$ cat src/rtl/transport_server_connection_table_defines.svh
// Assertion macros used by the connection table back end (tsct_back).
`ifndef TRANSPORT_SERVER_CONNECTION_TABLE_DEFINES_SVH
`define TRANSPORT_SERVER_CONNECTION_TABLE_DEFINES_SVH

// Same-cycle implication, checked out of reset.
`define TSCT_ASSERT_SAME(label, ante, cons, msg) \
  label: assert property (@(posedge clk) disable iff (!rst_n) (ante) |-> (cons)) \
    else $error(msg);

// Next-cycle implication, checked out of reset.
`define TSCT_ASSERT_NEXT(label, ante, cons, msg) \
  label: assert property (@(posedge clk) disable iff (!rst_n) (ante) |=> (cons)) \
    else $error(msg);

`endif

$ cat src/rtl/tsct_pkg.sv
// Types and constants shared by the connection table modules.
`timescale 1ns / 1ps
package tsct_pkg;

  localparam int ENTRY_W = 4;

  localparam logic [1:0] STATUS_DONE    = 2'd0;
  localparam logic [1:0] STATUS_FAIL    = 2'd1;
  localparam logic [1:0] STATUS_IGNORED = 2'd2;

  localparam logic REPLY_SYNACK = 1'b0;
  localparam logic REPLY_FINACK = 1'b1;

  typedef struct packed {
    logic [2:0]  mode;
    logic [3:0]  socket_id;
    logic [15:0] local_port;
    logic [1:0]  seg_kind;
    logic [15:0] seg_src_port;
    logic [15:0] seg_dest_port;
    logic [31:0] seg_seq;
  } in_item_t;

  typedef struct packed {
    logic [1:0]  status;
    logic [3:0]  entry_id;
    logic        now_connected;
    logic        reply_valid;
    logic        reply_kind;
    logic [15:0] reply_src_port;
    logic [15:0] reply_dest_port;
    logic [31:0] reply_seq;
  } out_item_t;

  typedef enum logic [2:0] {
    OP_OPEN,
    OP_LISTEN,
    OP_CLOSE,
    OP_SEG,
    OP_TIMEOUT,
    OP_BAD
  } op_t;

  typedef struct packed {
    op_t         op;
    logic        sid_ok;
    logic [3:0]  sid;
    logic [15:0] lport;
    logic        is_syn;
    logic        is_fin;
    logic [15:0] sport;
    logic [15:0] dport;
    logic [31:0] seq;
  } cmd_t;

endpackage

$ cat src/rtl/tsct_stream_if.sv
// Valid/ready stream interface carrying one payload per transfer.
`timescale 1ns / 1ps
interface tsct_stream_if #(
  parameter type payload_t = logic
);
  logic     valid;
  logic     ready;
  payload_t payload;

  modport source (output valid, output payload, input ready);
  modport sink   (input valid, input payload, output ready);
endinterface

$ cat src/rtl/tsct_front.sv
// Front end: accepts input transfers and classifies them into commands.
`timescale 1ns / 1ps
module tsct_front import tsct_pkg::*; #(
  parameter int NUM_ENTRIES = 16
) (
  tsct_stream_if.sink in_ch,
  input  logic        q_full,
  output logic        q_push,
  output cmd_t        q_cmd
);

  localparam logic [2:0] MODE_OPEN    = 3'd0;
  localparam logic [2:0] MODE_LISTEN  = 3'd1;
  localparam logic [2:0] MODE_CLOSE   = 3'd2;
  localparam logic [2:0] MODE_SEG     = 3'd3;
  localparam logic [2:0] MODE_TIMEOUT = 3'd4;

  localparam logic [1:0] SEG_SYN = 2'd0;
  localparam logic [1:0] SEG_FIN = 2'd1;

  in_item_t item;

  assign item         = in_ch.payload;
  assign in_ch.ready  = !q_full;
  assign q_push       = in_ch.valid && !q_full;

  always_comb begin
    case (item.mode)
      MODE_OPEN:    q_cmd.op = OP_OPEN;
      MODE_LISTEN:  q_cmd.op = OP_LISTEN;
      MODE_CLOSE:   q_cmd.op = OP_CLOSE;
      MODE_SEG:     q_cmd.op = OP_SEG;
      MODE_TIMEOUT: q_cmd.op = OP_TIMEOUT;
      default:      q_cmd.op = OP_BAD;
    endcase
    q_cmd.sid_ok = (32'(item.socket_id) < NUM_ENTRIES);
    q_cmd.sid    = item.socket_id;
    q_cmd.lport  = item.local_port;
    q_cmd.is_syn = (item.seg_kind == SEG_SYN);
    q_cmd.is_fin = (item.seg_kind == SEG_FIN);
    q_cmd.sport  = item.seg_src_port;
    q_cmd.dport  = item.seg_dest_port;
    q_cmd.seq    = item.seg_seq;
  end

endmodule

$ cat src/rtl/tsct_fifo.sv
// Two-entry command queue between the front and back ends.
`timescale 1ns / 1ps
module tsct_fifo import tsct_pkg::*; (
  input  logic clk,
  input  logic rst_n,
  input  logic push,
  input  cmd_t push_cmd,
  output logic full,
  input  logic pop,
  output cmd_t head,
  output logic empty
);

  localparam int DEPTH = 2;
  localparam int PTR_W = $clog2(DEPTH);
  localparam int CNT_W = $clog2(DEPTH + 1);
  localparam logic [CNT_W-1:0] FULL_CNT = CNT_W'(DEPTH);
  localparam logic [PTR_W-1:0] PTR_LAST = PTR_W'(DEPTH - 1);

  cmd_t             q_r [DEPTH];
  logic [PTR_W-1:0] wptr_r, wptr_nxt;
  logic [PTR_W-1:0] rptr_r, rptr_nxt;
  logic [CNT_W-1:0] count_r, count_nxt;

  assign full  = (count_r == FULL_CNT);
  assign empty = (count_r == '0);
  assign head  = q_r[rptr_r];

  always_comb begin
    wptr_nxt  = wptr_r;
    rptr_nxt  = rptr_r;
    count_nxt = count_r;
    if (push) begin
      wptr_nxt = (wptr_r == PTR_LAST) ? '0 : wptr_r + 1'b1;
    end
    if (pop) begin
      rptr_nxt = (rptr_r == PTR_LAST) ? '0 : rptr_r + 1'b1;
    end
    case ({push, pop})
      2'b10:   count_nxt = count_r + 1'b1;
      2'b01:   count_nxt = count_r - 1'b1;
      default: count_nxt = count_r;
    endcase
  end

  always_ff @(posedge clk) begin
    if (!rst_n) begin
      wptr_r  <= '0;
      rptr_r  <= '0;
      count_r <= '0;
    end else begin
      wptr_r  <= wptr_nxt;
      rptr_r  <= rptr_nxt;
      count_r <= count_nxt;
    end
  end

  always_ff @(posedge clk) begin
    if (push) begin
      q_r[wptr_r] <= push_cmd;
    end
  end

endmodule

$ cat src/rtl/tsct_back.sv
// Back end: entry table, scan sequencer and result register.
`timescale 1ns / 1ps
`include "transport_server_connection_table_defines.svh"
module tsct_back import tsct_pkg::*; #(
  parameter int NUM_ENTRIES = 16
) (
  input  logic clk,
  input  logic rst_n,
  input  cmd_t head,
  input  logic q_empty,
  output logic q_pop,
  tsct_stream_if.source out_ch
);

  localparam int IDX_W = (NUM_ENTRIES > 1) ? $clog2(NUM_ENTRIES) : 1;
  localparam int CNT_W = $clog2(NUM_ENTRIES + 1);
  localparam logic [CNT_W-1:0] CNT_END  = CNT_W'(NUM_ENTRIES);
  localparam logic [CNT_W-1:0] CNT_LAST = CNT_W'(NUM_ENTRIES - 1);

  localparam logic [1:0] CS_CLOSED = 2'd0;
  localparam logic [1:0] CS_LISTEN = 2'd1;
  localparam logic [1:0] CS_CONN   = 2'd2;
  localparam logic [1:0] CS_CWAIT  = 2'd3;

  typedef enum logic [2:0] {
    S_IDLE,
    S_FREE,
    S_READ,
    S_SCAN,
    S_SWEEP,
    S_RESP
  } bstate_t;

  bstate_t          st_r, st_nxt;
  cmd_t             cmd_r, cmd_nxt;
  logic [CNT_W-1:0] idx_r, idx_nxt;
  logic [IDX_W-1:0] chk_idx_r;
  logic             chk_vld_r;
  logic [NUM_ENTRIES-1:0] used_r, used_nxt;
  out_item_t        res_r, res_nxt;
  out_item_t        out_data_r;
  logic             out_vld_r;

  logic [1:0]  state_mem [NUM_ENTRIES];
  logic [15:0] sport_mem [NUM_ENTRIES];
  logic [15:0] cport_mem [NUM_ENTRIES];
  logic [1:0]  rd_state_r;
  logic [15:0] rd_sport_r;
  logic [15:0] rd_cport_r;

  logic [IDX_W-1:0] rd_addr;
  logic [IDX_W-1:0] wr_addr;
  logic             st_we, sp_we, cp_we;
  logic [1:0]       st_wd;
  logic [15:0]      cp_wd;
  logic             issuing;
  logic             hit;
  logic             load_out;

  assign issuing  = (st_r == S_SCAN || st_r == S_SWEEP) && (idx_r < CNT_END);
  assign rd_addr  = (st_r == S_IDLE) ? IDX_W'(head.sid) : idx_r[IDX_W-1:0];
  assign hit      = chk_vld_r && used_r[chk_idx_r] && (rd_sport_r == cmd_r.dport);
  assign load_out = (st_r == S_RESP) && (!out_vld_r || out_ch.ready);

  assign out_ch.valid   = out_vld_r;
  assign out_ch.payload = out_data_r;

  always_comb begin
    st_nxt   = st_r;
    cmd_nxt  = cmd_r;
    idx_nxt  = idx_r;
    used_nxt = used_r;
    res_nxt  = res_r;
    q_pop    = 1'b0;
    wr_addr  = chk_idx_r;
    st_we    = 1'b0;
    st_wd    = CS_CLOSED;
    sp_we    = 1'b0;
    cp_we    = 1'b0;
    cp_wd    = cmd_r.sport;
    case (st_r)
      S_IDLE: begin
        if (!q_empty) begin
          q_pop   = 1'b1;
          cmd_nxt = head;
          idx_nxt = '0;
          res_nxt = '0;
          case (head.op)
            OP_OPEN:    st_nxt = S_FREE;
            OP_SEG:     st_nxt = S_SCAN;
            OP_TIMEOUT: st_nxt = S_SWEEP;
            OP_LISTEN, OP_CLOSE: begin
              res_nxt.entry_id = head.sid;
              if (!head.sid_ok || !used_r[IDX_W'(head.sid)]) begin
                res_nxt.status = STATUS_FAIL;
                st_nxt         = S_RESP;
              end else begin
                st_nxt = S_READ;
              end
            end
            default: begin
              res_nxt.status = STATUS_FAIL;
              st_nxt         = S_RESP;
            end
          endcase
        end
      end
      S_FREE: begin
        if (!used_r[idx_r[IDX_W-1:0]]) begin
          wr_addr           = idx_r[IDX_W-1:0];
          used_nxt[wr_addr] = 1'b1;
          st_we             = 1'b1;
          st_wd             = CS_CLOSED;
          sp_we             = 1'b1;
          cp_we             = 1'b1;
          cp_wd             = '0;
          res_nxt.entry_id  = ENTRY_W'(idx_r[IDX_W-1:0]);
          res_nxt.status    = STATUS_DONE;
          st_nxt            = S_RESP;
        end else if (idx_r == CNT_LAST) begin
          res_nxt.status = STATUS_FAIL;
          st_nxt         = S_RESP;
        end else begin
          idx_nxt = idx_r + 1'b1;
        end
      end
      S_READ: begin
        wr_addr = IDX_W'(cmd_r.sid);
        if (cmd_r.op == OP_LISTEN) begin
          st_we = 1'b1;
          st_wd = CS_LISTEN;
        end else if (rd_state_r == CS_CLOSED) begin
          used_nxt[wr_addr] = 1'b0;
        end else begin
          res_nxt.status = STATUS_FAIL;
        end
        st_nxt = S_RESP;
      end
      S_SCAN: begin
        if (hit) begin
          st_nxt                 = S_RESP;
          res_nxt.entry_id       = ENTRY_W'(chk_idx_r);
          res_nxt.status         = STATUS_IGNORED;
          res_nxt.reply_src_port = rd_sport_r;
          res_nxt.reply_dest_port = rd_cport_r;
          res_nxt.reply_seq      = cmd_r.seq;
          case (rd_state_r)
            CS_LISTEN: begin
              if (cmd_r.is_syn) begin
                cp_we                   = 1'b1;
                cp_wd                   = cmd_r.sport;
                st_we                   = 1'b1;
                st_wd                   = CS_CONN;
                res_nxt.status          = STATUS_DONE;
                res_nxt.now_connected   = 1'b1;
                res_nxt.reply_valid     = 1'b1;
                res_nxt.reply_kind      = REPLY_SYNACK;
                res_nxt.reply_dest_port = cmd_r.sport;
              end
            end
            CS_CONN: begin
              if (cmd_r.is_fin) begin
                st_we               = 1'b1;
                st_wd               = CS_CWAIT;
                res_nxt.status      = STATUS_DONE;
                res_nxt.reply_valid = 1'b1;
                res_nxt.reply_kind  = REPLY_FINACK;
              end else if (cmd_r.is_syn) begin
                res_nxt.status      = STATUS_DONE;
                res_nxt.reply_valid = 1'b1;
                res_nxt.reply_kind  = REPLY_SYNACK;
              end
            end
            CS_CWAIT: begin
              if (cmd_r.is_fin) begin
                res_nxt.status      = STATUS_DONE;
                res_nxt.reply_valid = 1'b1;
                res_nxt.reply_kind  = REPLY_FINACK;
              end
            end
            default: begin
            end
          endcase
          if (!res_nxt.reply_valid) begin
            res_nxt.reply_src_port  = '0;
            res_nxt.reply_dest_port = '0;
            res_nxt.reply_seq       = '0;
          end
        end else if (issuing) begin
          idx_nxt = idx_r + 1'b1;
        end else if (!chk_vld_r) begin
          res_nxt.status = STATUS_IGNORED;
          st_nxt         = S_RESP;
        end
      end
      S_SWEEP: begin
        if (chk_vld_r && used_r[chk_idx_r] && rd_state_r == CS_CWAIT) begin
          st_we = 1'b1;
          st_wd = CS_CLOSED;
        end
        if (issuing) begin
          idx_nxt = idx_r + 1'b1;
        end else if (!chk_vld_r) begin
          res_nxt.status = STATUS_DONE;
          st_nxt         = S_RESP;
        end
      end
      S_RESP: begin
        if (load_out) begin
          st_nxt = S_IDLE;
        end
      end
      default: st_nxt = S_IDLE;
    endcase
  end

  always_ff @(posedge clk) begin
    if (!rst_n) begin
      st_r      <= S_IDLE;
      idx_r     <= '0;
      chk_vld_r <= 1'b0;
      used_r    <= '0;
      out_vld_r <= 1'b0;
    end else begin
      st_r      <= st_nxt;
      idx_r     <= idx_nxt;
      chk_vld_r <= issuing;
      used_r    <= used_nxt;
      if (load_out) begin
        out_vld_r <= 1'b1;
      end else if (out_ch.ready) begin
        out_vld_r <= 1'b0;
      end
      cmd_r     <= cmd_nxt;
      res_r     <= res_nxt;
      chk_idx_r <= rd_addr;
      if (load_out) begin
        out_data_r <= res_r;
      end
    end
  end

  always_ff @(posedge clk) begin
    if (st_we) begin
      state_mem[wr_addr] <= st_wd;
    end
    if (sp_we) begin
      sport_mem[wr_addr] <= cmd_r.lport;
    end
    if (cp_we) begin
      cport_mem[wr_addr] <= cp_wd;
    end
    rd_state_r <= state_mem[rd_addr];
    rd_sport_r <= sport_mem[rd_addr];
    rd_cport_r <= cport_mem[rd_addr];
  end

  `TSCT_ASSERT_SAME(a_reply_done, st_r == S_RESP && res_r.reply_valid, res_r.status == STATUS_DONE, "reply without done status")
  `TSCT_ASSERT_SAME(a_conn_synack, st_r == S_RESP && res_r.now_connected, res_r.reply_valid && res_r.reply_kind == REPLY_SYNACK, "connect without SYNACK")
  `TSCT_ASSERT_SAME(a_idx_range, st_r != S_IDLE, idx_r <= CNT_END, "scan index past table end")
  `TSCT_ASSERT_NEXT(a_resp_loads, load_out, out_vld_r && st_r == S_IDLE, "result not loaded")

endmodule

$ cat src/rtl/transport_server_connection_table.sv
// Top level of the server-side connection table.
//
//   channel  direction  payload     transfer when
//   in_ch    sink       in_item_t   in_ch.valid && in_ch.ready
//   out_ch   source     out_item_t  out_ch.valid && out_ch.ready
//
// The back end answers unknown modes and failed listen or close without a table
// read, reads the entry for listen and close on a used entry, and scans the table
// for open, segments and timeouts; the table scan covers one entry per cycle.
// Reset (rst_n low, synchronous) empties the table, the queue and the output.
// A two-entry queue lets the input side keep accepting while the back end
// works or while a result waits on out_ch.ready.
`timescale 1ns / 1ps
module transport_server_connection_table import tsct_pkg::*; #(
  parameter int NUM_ENTRIES = 16
) (
  input logic clk,
  input logic rst_n,
  tsct_stream_if.sink   in_ch,
  tsct_stream_if.source out_ch
);

  logic q_push;
  logic q_full;
  logic q_pop;
  logic q_empty;
  cmd_t q_cmd;
  cmd_t q_head;

  tsct_front #(
    .NUM_ENTRIES (NUM_ENTRIES)
  ) u_front (
    .in_ch  (in_ch),
    .q_full (q_full),
    .q_push (q_push),
    .q_cmd  (q_cmd)
  );

  tsct_fifo u_fifo (
    .clk      (clk),
    .rst_n    (rst_n),
    .push     (q_push),
    .push_cmd (q_cmd),
    .full     (q_full),
    .pop      (q_pop),
    .head     (q_head),
    .empty    (q_empty)
  );

  tsct_back #(
    .NUM_ENTRIES (NUM_ENTRIES)
  ) u_back (
    .clk     (clk),
    .rst_n   (rst_n),
    .head    (q_head),
    .q_empty (q_empty),
    .q_pop   (q_pop),
    .out_ch  (out_ch)
  );

endmodule
$ cat src/flat_wrapper.sv
// flat-port wrapper written by rule: the top's interface ports become plain ports
module transport_server_connection_table_flat import tsct_pkg::*;
#(
  parameter int NUM_ENTRIES = 16
)
  (clk, rst_n, in_ch_valid, in_ch_payload, in_ch_ready, out_ch_valid, out_ch_payload, out_ch_ready);
  tsct_stream_if in_ch_i ();
  tsct_stream_if out_ch_i ();
  input logic clk;
  input logic rst_n;
  input wire logic [$bits(in_ch_i.valid)-1:0] in_ch_valid;
  input wire logic [$bits(in_ch_i.payload)-1:0] in_ch_payload;
  output wire logic [$bits(in_ch_i.ready)-1:0] in_ch_ready;
  output wire logic [$bits(out_ch_i.valid)-1:0] out_ch_valid;
  output wire logic [$bits(out_ch_i.payload)-1:0] out_ch_payload;
  input wire logic [$bits(out_ch_i.ready)-1:0] out_ch_ready;
  assign in_ch_i.valid = in_ch_valid;
  assign in_ch_i.payload = in_ch_payload;
  assign in_ch_ready = in_ch_i.ready;
  assign out_ch_valid = out_ch_i.valid;
  assign out_ch_payload = out_ch_i.payload;
  assign out_ch_i.ready = out_ch_ready;
  transport_server_connection_table #(.NUM_ENTRIES(NUM_ENTRIES)) u_core (.clk(clk), .rst_n(rst_n), .in_ch(in_ch_i), .out_ch(out_ch_i));
endmodule
$ cat config.mk
export PLATFORM = sky130hd
export DESIGN_NAME = transport_server_connection_table_flat
export DESIGN_NICKNAME = d
export VERILOG_FILES = /design/src/rtl/tsct_pkg.sv /design/src/rtl/tsct_stream_if.sv /design/src/rtl/tsct_front.sv /design/src/rtl/tsct_fifo.sv /design/src/rtl/tsct_back.sv /design/src/rtl/transport_server_connection_table.sv /design/src/flat_wrapper.sv
export VERILOG_INCLUDE_DIRS = /design/src /design/src/rtl
export SDC_FILE = /design/constraint.sdc
export NUM_CORES = 1
export LEC_CHECK = 0
export BUFFER_PORTS_ARGS = -buffer_cell sky130_fd_sc_hd__buf_2
export CAP_MARGIN = 20
export CORE_MARGIN = 1.5
export CORE_UTILIZATION = 38
export DETAILED_ROUTE_END_ITERATION = 6
export SKIP_CTS_REPAIR_TIMING = 1
export SLEW_MARGIN = 20
export SYNTH_ARGS = -nofsm -noshare
export SYNTH_HDL_FRONTEND = slang
export SYNTH_HIERARCHICAL = 1
export SYNTH_SLANG_ARGS = --single-unit
$ cat constraint.sdc
create_clock -name clk -period 5.3 [get_ports clk]
set_input_delay 0.795 -clock clk [delete_from_list [all_inputs] [get_ports clk]]
set_output_delay 0.795 -clock clk [all_outputs]
set_load 0.01 [all_outputs]
# ---- Word level (Yosys, flattened, before mapping)
# Memories as Yosys holds them, arrays and structs flattened. A register that Yosys moved wholly into a read port is not among the register bits.
# Index checks and enable logic that the tools add are counted.
# Widths: inputs -> output; s select.
dict set report classes {
  n_addsub 5
  multipliers 0
  div_mod_pow 0
  order_cmp 7
  eq_ne 28
  shifts 0
  muxes 81
  bitwise 4
  reduce_logical 31
}
# cell count
set ops {}
lappend ops {{$mux 66} 2}
lappend ops {{$pmux 66 s2} 1}
lappend ops {{$mux 16} 7}
lappend ops {{$mux 64} 1}
lappend ops {{$pmux 16 s2} 1}
lappend ops {{$mux 1} 29}
lappend ops {{$mux 3} 9}
lappend ops {{$mux 5} 5}
lappend ops {{$pmux 5 s4} 1}
lappend ops {{$ne 2x2->1 const B} 9}
lappend ops {{$pmux 3 s6} 1}
lappend ops {{$and 16x16->16} 1}
lappend ops {{$eq 16x16->1} 1}
lappend ops {{$mux 2} 8}
lappend ops {{$not 16->16} 1}
lappend ops {{$or 16x16->16} 1}
lappend ops {{$lt 4x5->1 const B} 3}
lappend ops {{$bmux 1 s4} 3}
lappend ops {{$pmux 2 s2} 3}
lappend ops {{$pmux 3 s4} 1}
lappend ops {{$demux 1 s4} 2}
lappend ops {{$eq 2x2->1 const B} 4}
lappend ops {{$ge 4x1->1 const B} 2}
lappend ops {{$logic_and 1x1->1} 8}
lappend ops {{34 further kinds} 52}
dict set report word_totals {
  regBits 126
  latch_bits 0
  mem_bits_rw 546
  romBits 0
  inputBits 5
  output_inout_bits 3
  elab_cells 180
  memories 4
}
# memory depth width rd rd_ports_with_merged_regs write_ports line_no
set memory_table {}
lappend memory_table {u_core.u_back.cport_mem 16 16 1 1 1 tsct_back.sv:46} ;# logic [15:0] cport_mem [NUM_ENTRIES];
lappend memory_table {u_core.u_back.sport_mem 16 16 1 1 1 tsct_back.sv:45} ;# logic [15:0] sport_mem [NUM_ENTRIES];
lappend memory_table {u_core.u_back.state_mem 16 2 1 1 1 tsct_back.sv:44} ;# logic [1:0] state_mem [NUM_ENTRIES];
lappend memory_table {u_core.u_fifo.q_r 2 1 1 1 1 tsct_fifo.sv:20} ;# cmd_t q_r [DEPTH];

# ---- Depth between registers and ports, before layout
dict set report logic_depth {
  ltp_word 9
  ltp_mapped 15
  depth_no_buf 9
}

# ---- By module
# The synthesis kept the hierarchy.
# mod instances cells_each area_per_inst_um2 seq_area_each_um2
set by_module_without_submodules {}
lappend by_module_without_submodules {tsct_back 1 1242 16092.9 11000.6}
lappend by_module_without_submodules {tsct_fifo 1 302 6685.2 5505.3}
lappend by_module_without_submodules {tsct_front 1 94 693.2 0.0}

# ---- Worst setup path after synthesis
# OpenSTA, ideal clock, no wires.
dict set report synth_path {
  kind {input to register}
  from {input port in_ch_valid}
  to {memory u_core/u_fifo/q_r[0][0] in the netlist's numbering, enable pin}
  t_arrival_ps 4819
  t_required_ps 4759
  setup_slack_ps -60
  stages 3
  path_buffers 0
  cell_sequence {nor2b_1 inv_1 nor2_1}
}
dict set report synth_via {
  elab_chain_cells 3
}
# item line_no
set synth_lines {}
lappend synth_lines {{start, declared} flat_wrapper.sv:11} ;# input wire logic [$bits(in_ch_i.valid)-1:0] in_ch_valid;
lappend synth_lines {{$logic_and 1x1->1} tsct_front.sv:25} ;# assign q_push = in_ch.valid && !q_full;
lappend synth_lines {{$mux 1} tsct_fifo.sv:59} ;# if (push) begin
lappend synth_lines {{$mux 1 (implied by the code)} tsct_fifo.sv:60} ;# q_r[wptr_r] <= push_cmd;
lappend synth_lines {{end, declared} tsct_fifo.sv:20}
# Every way passes these cells.

# ---- Final worst setup path
dict set report layout_path {
  from {register u_core.u_back.idx_r[1]}
  to {memory u_core.u_back.sport_mem[5][0], enable pin}
}
dict set report layout_via {
  elab_chain_cells 6
}
# item line_no
set layout_lines {}
lappend layout_lines {{start, declared} tsct_back.sv:36} ;# logic [CNT_W-1:0] idx_r, idx_nxt;
lappend layout_lines {{start signal, assigned} tsct_back.sv:226} ;# idx_r <= idx_nxt;
lappend layout_lines {{$bmux 1 s4} tsct_back.sv:109} ;# if (!used_r[idx_r[IDX_W-1:0]]) begin
lappend layout_lines {{$mux 1 (implied by the code)} tsct_back.sv:109}
lappend layout_lines {{$mux 1} tsct_back.sv:109}
lappend layout_lines {{$mux 1} tsct_back.sv:81} ;# case (st_r)
lappend layout_lines {{$mux 1} tsct_back.sv:247} ;# if (sp_we) begin
lappend layout_lines {{$mux 1 (implied by the code)} tsct_back.sv:248} ;# sport_mem[wr_addr] <= cmd_r.lport;
lappend layout_lines {{end, declared} tsct_back.sv:45}
# Parallel ways exist; a longest one is shown, timed or not. The select of a mux whose other input is x is not followed.

==> impl_metrics.py <==
metrics = {
    "routing": {
        "wire_per_inst_um": 21.4,
        "avgViaCountPerCell": 5.46,
        "routed_wl_um": 46000,
        "num_vias": 11738,
        "drt-initial-drc-count": 1298,
        "drc": 0,
        "final_antenna_net_count": 0,
        "first_pass_iters": 6,
    },
    "floorplan": {
        "ios": 8,
        "die_area_sq_um": 53400,
        "num_rows": 83,
        "initial_core_util_pct": 38.5,
        "core-area_sq_um": 51300,
        "die_w_um": 231,
        "die_y_um": 231,
    },
    "grt": {
        "grt.total_usage_pct": 17.3,
        "grt_max_degree": 109,
        "gr-total-overflow": 0,
        "antenna_found_initial": 0,
        "grt_pass1_vias": 11297,
        "grt_pass1_wl_um": 70200,
    },
    "run": {
        "cap_violations": 0,
    },
    "logic_synthesis": {
        "yosysWarnings": 6,
        "syn_avg_cell_area_sq_um": 13.6,
        "syn_area_sq_um": 19800,
        "netlist_instances": 1448,
    },
    "clock_network": {
        "clk_pin_slew_worst_paths_ns": 0.06,
        "cts_tree": "yes",
        "clockBufferDepth": 3,
        "clkLatencyLatePin_ns": 0.59,
        "htreeDepth": 2,
        "cts_made_buffers": 47,
        "cts.sink_count": 472,
        "cts_root_buffer": "clkbuf_16",
    },
    "timing": {
        "relSlewSlack_pct": 29.2,
        "clock_skew_ns": 0.0259,
        "fmaxAchievable_mhz": 253,
        "fin_crit_ns": 3.96,
        "setup_viol": 0,
        "hold_violations": 0,
        "slew_viol_final": 0,
        "worstMarginPinSlew_ns": 1.06,
        "rsz0062_at_grt": "no",
        "fin_setup_tns_ns": 0,
        "period_share_pct": 74.7,
    },
    "placement": {
        "detailed_place_hpwl_um": 27400,
        "io_buffers": 7,
        "placedCellCount": 2063,
        "finalWeightedCongestion": 0.864,
    },
    "pwr": {
        "clkPwrFrac_pct": 27.0,
        "power.switching_mw": 4.70,
        "power.leakage_nw": 7.26,
        "sw_frac_of_total_pct": 37.6,
        "p_comb_share_pct": 33.7,
        "p_int_mw": 7.81,
        "pwr_density_cell_nw_per_um2": 571,
        "ir_worst_vdd_v": 0.000520,
        "seqPwrFrac_pct": 39.3,
    },
    "critical_path": {
        "start_kind": "flop",
        "crit_cells": 6,
        "slowest_delay_ns": 0.95,
        "slowest_stage": "nor2_2",
        "crit_buf_inv": 0,
        "path_class": "reg -> reg",
        "end_kind": "flop",
        "r2r-start": "u_core/u_back/idx_r[1]$_SDFFE_PN0P_",
        "r2r-end": "u_core/u_back/sport_mem[5][0]$_DFFE_PP_",
        "cp.arrival_ns": 4.16,
        "crit_required_ns": 5.50,
        "crit_chain": "mux4_2 -> mux2i_2 -> a21oi_1 -> o211ai_1 -> nand3_1 -> nor2_2",
        "r2r_cells": 6,
        "reg2reg_slack_ns": 1.34,
        "path_max_fanout": 16,
        "crit_family": "simple AND/OR/NAND/NOR gates",
    },
    "cells_and_area": {
        "diodes": 0,
        "drive_above_1_share_pct": 13.9,
        "nFillCells": 4680,
        "final_cells": 2150,
        "syn_to_final_growth_pct": 10.9,
        "fin_util_pct": 42.7,
        "nNetsFinal": 1448,
    },
    "worst_hold_path": {
        "hold_path_class": "in -> reg",
        "hold-path-endpoint": "u_core/u_fifo/q_r[0][0]$_DFFE_PP_",
        "hold_depth": 1,
        "holdCritStartpoint": "in_ch_payload",
    },
    "outcome": {
        "status": "finished clean",
    },
}
-- area by class of cell --
type / count / area, sq um / share of cell area, %
clock buffer: 56 / 1230 / 5.62
clock inverter: 30 / 338 / 1.54
multi-input combinational: 868 / 5510 / 25.1
sequential: 472 / 13700 / 62.4
tap: 680 / 851 / 3.88
timing repair buffer: 24 / 224 / 1.02
inverter: 20 / 80.1 / 0.365
-- state kept, by name, indices dropped and copies added, names as in the netlist, named ones only --
register / cells
u_core/u_fifo/rptr_r: 1
u_core/u_back/out_ch.valid: 1
u_core/u_back/sport_mem: 256
u_core/u_back/res_r: 2
u_core/u_back/rd_state_r: 2
u_core/u_back/chk_vld_r: 1
u_core/u_fifo/q_r: 86
u_core/u_back/rd_sport_r: 16
u_core/u_back/st_r: 3
u_core/u_back/cmd_r: 42
u_core/u_back/used_r: 16
u_core/u_back/out_ch.payload: 1
u_core/u_back/chk_idx_r: 4
u_core/u_fifo/count_r: 2
u_core/u_back/idx_r: 5
u_core/u_fifo/wptr_r: 1
u_core/u_back/state_mem: 32
-- worst max path at each step --
stage	from	endpoint	slack, ns
2_1_floorplan	rst_n	u_core/u_back/cmd_r[0]$_DFFE_PP_	0.97
3_3_place_gp	u_core/u_back/idx_r[1]$_SDFFE_PN0P_	u_core/u_back/sport_mem[5][8]$_DFFE_PP_	1.44
3_5_place_dp	u_core/u_back/idx_r[1]$_SDFFE_PN0P_	u_core/u_back/sport_mem[5][15]$_DFFE_PP_	1.40
4_1_cts	u_core/u_back/idx_r[1]$_SDFFE_PN0P_	u_core/u_back/sport_mem[5][0]$_DFFE_PP_	1.39
5_1_grt	u_core/u_back/idx_r[1]$_SDFFE_PN0P_	u_core/u_back/sport_mem[5][14]$_DFFE_PP_	1.16
6_report	u_core/u_back/idx_r[1]$_SDFFE_PN0P_	u_core/u_back/sport_mem[5][0]$_DFFE_PP_	1.34
-- through the flow --
stage                     power (mW)  hold slack [ns]  setup WS (ns)  cell area (sq um)
final                           12.5            0.410           1.34              21900
after global routing            13.1            0.402           1.16              21900
after CTS                       12.5            0.390           1.39              21900
after detailed placement        9.12            0.476           1.40              20300
after global placement          9.08            0.472           1.44              20300
after floorplan                 7.70            0.400          0.968              19900
-- cell usage in the layout, fill, tap and decap left out, drive strengths merged, types with 19 or more instances in the layout --
master  count
a211oi     39
a21oi      33
a311oi     55
a31oi      19
and3       42
buf        24
clkbuf     56
clkinv     20
conb       42
dfxtp      49
edfxtp    423
inv        21
mux2       48
nand2     258
nand3      84
nor2       43
nor3       31
-- power by group through the flow --
stage | Clock (mW) | Sequential (mW) | Combinational, mW
CTS | 3.45 | 4.92 | 4.15
global placement | 0 | 4.99 | 4.09
global route | 3.58 | 4.96 | 4.58
finish | 3.38 | 4.92 | 4.21
floorplan | 0 | 4.77 | 2.94
detailed placement | 0 | 4.99 | 4.13
-- per-layer routing --
layer | vias up | wire (um) | track usage, %
li1 | 5365 | - | -
met1 | 5893 | 21000 | 25.7
met2 | 414 | 20300 | 25.4
met3 | 66 | 3480 | 3.52
met4 | 0 | 1210 | 5.37
met5 | - | 0 | 0
Power figures use the tool's default switching activity.
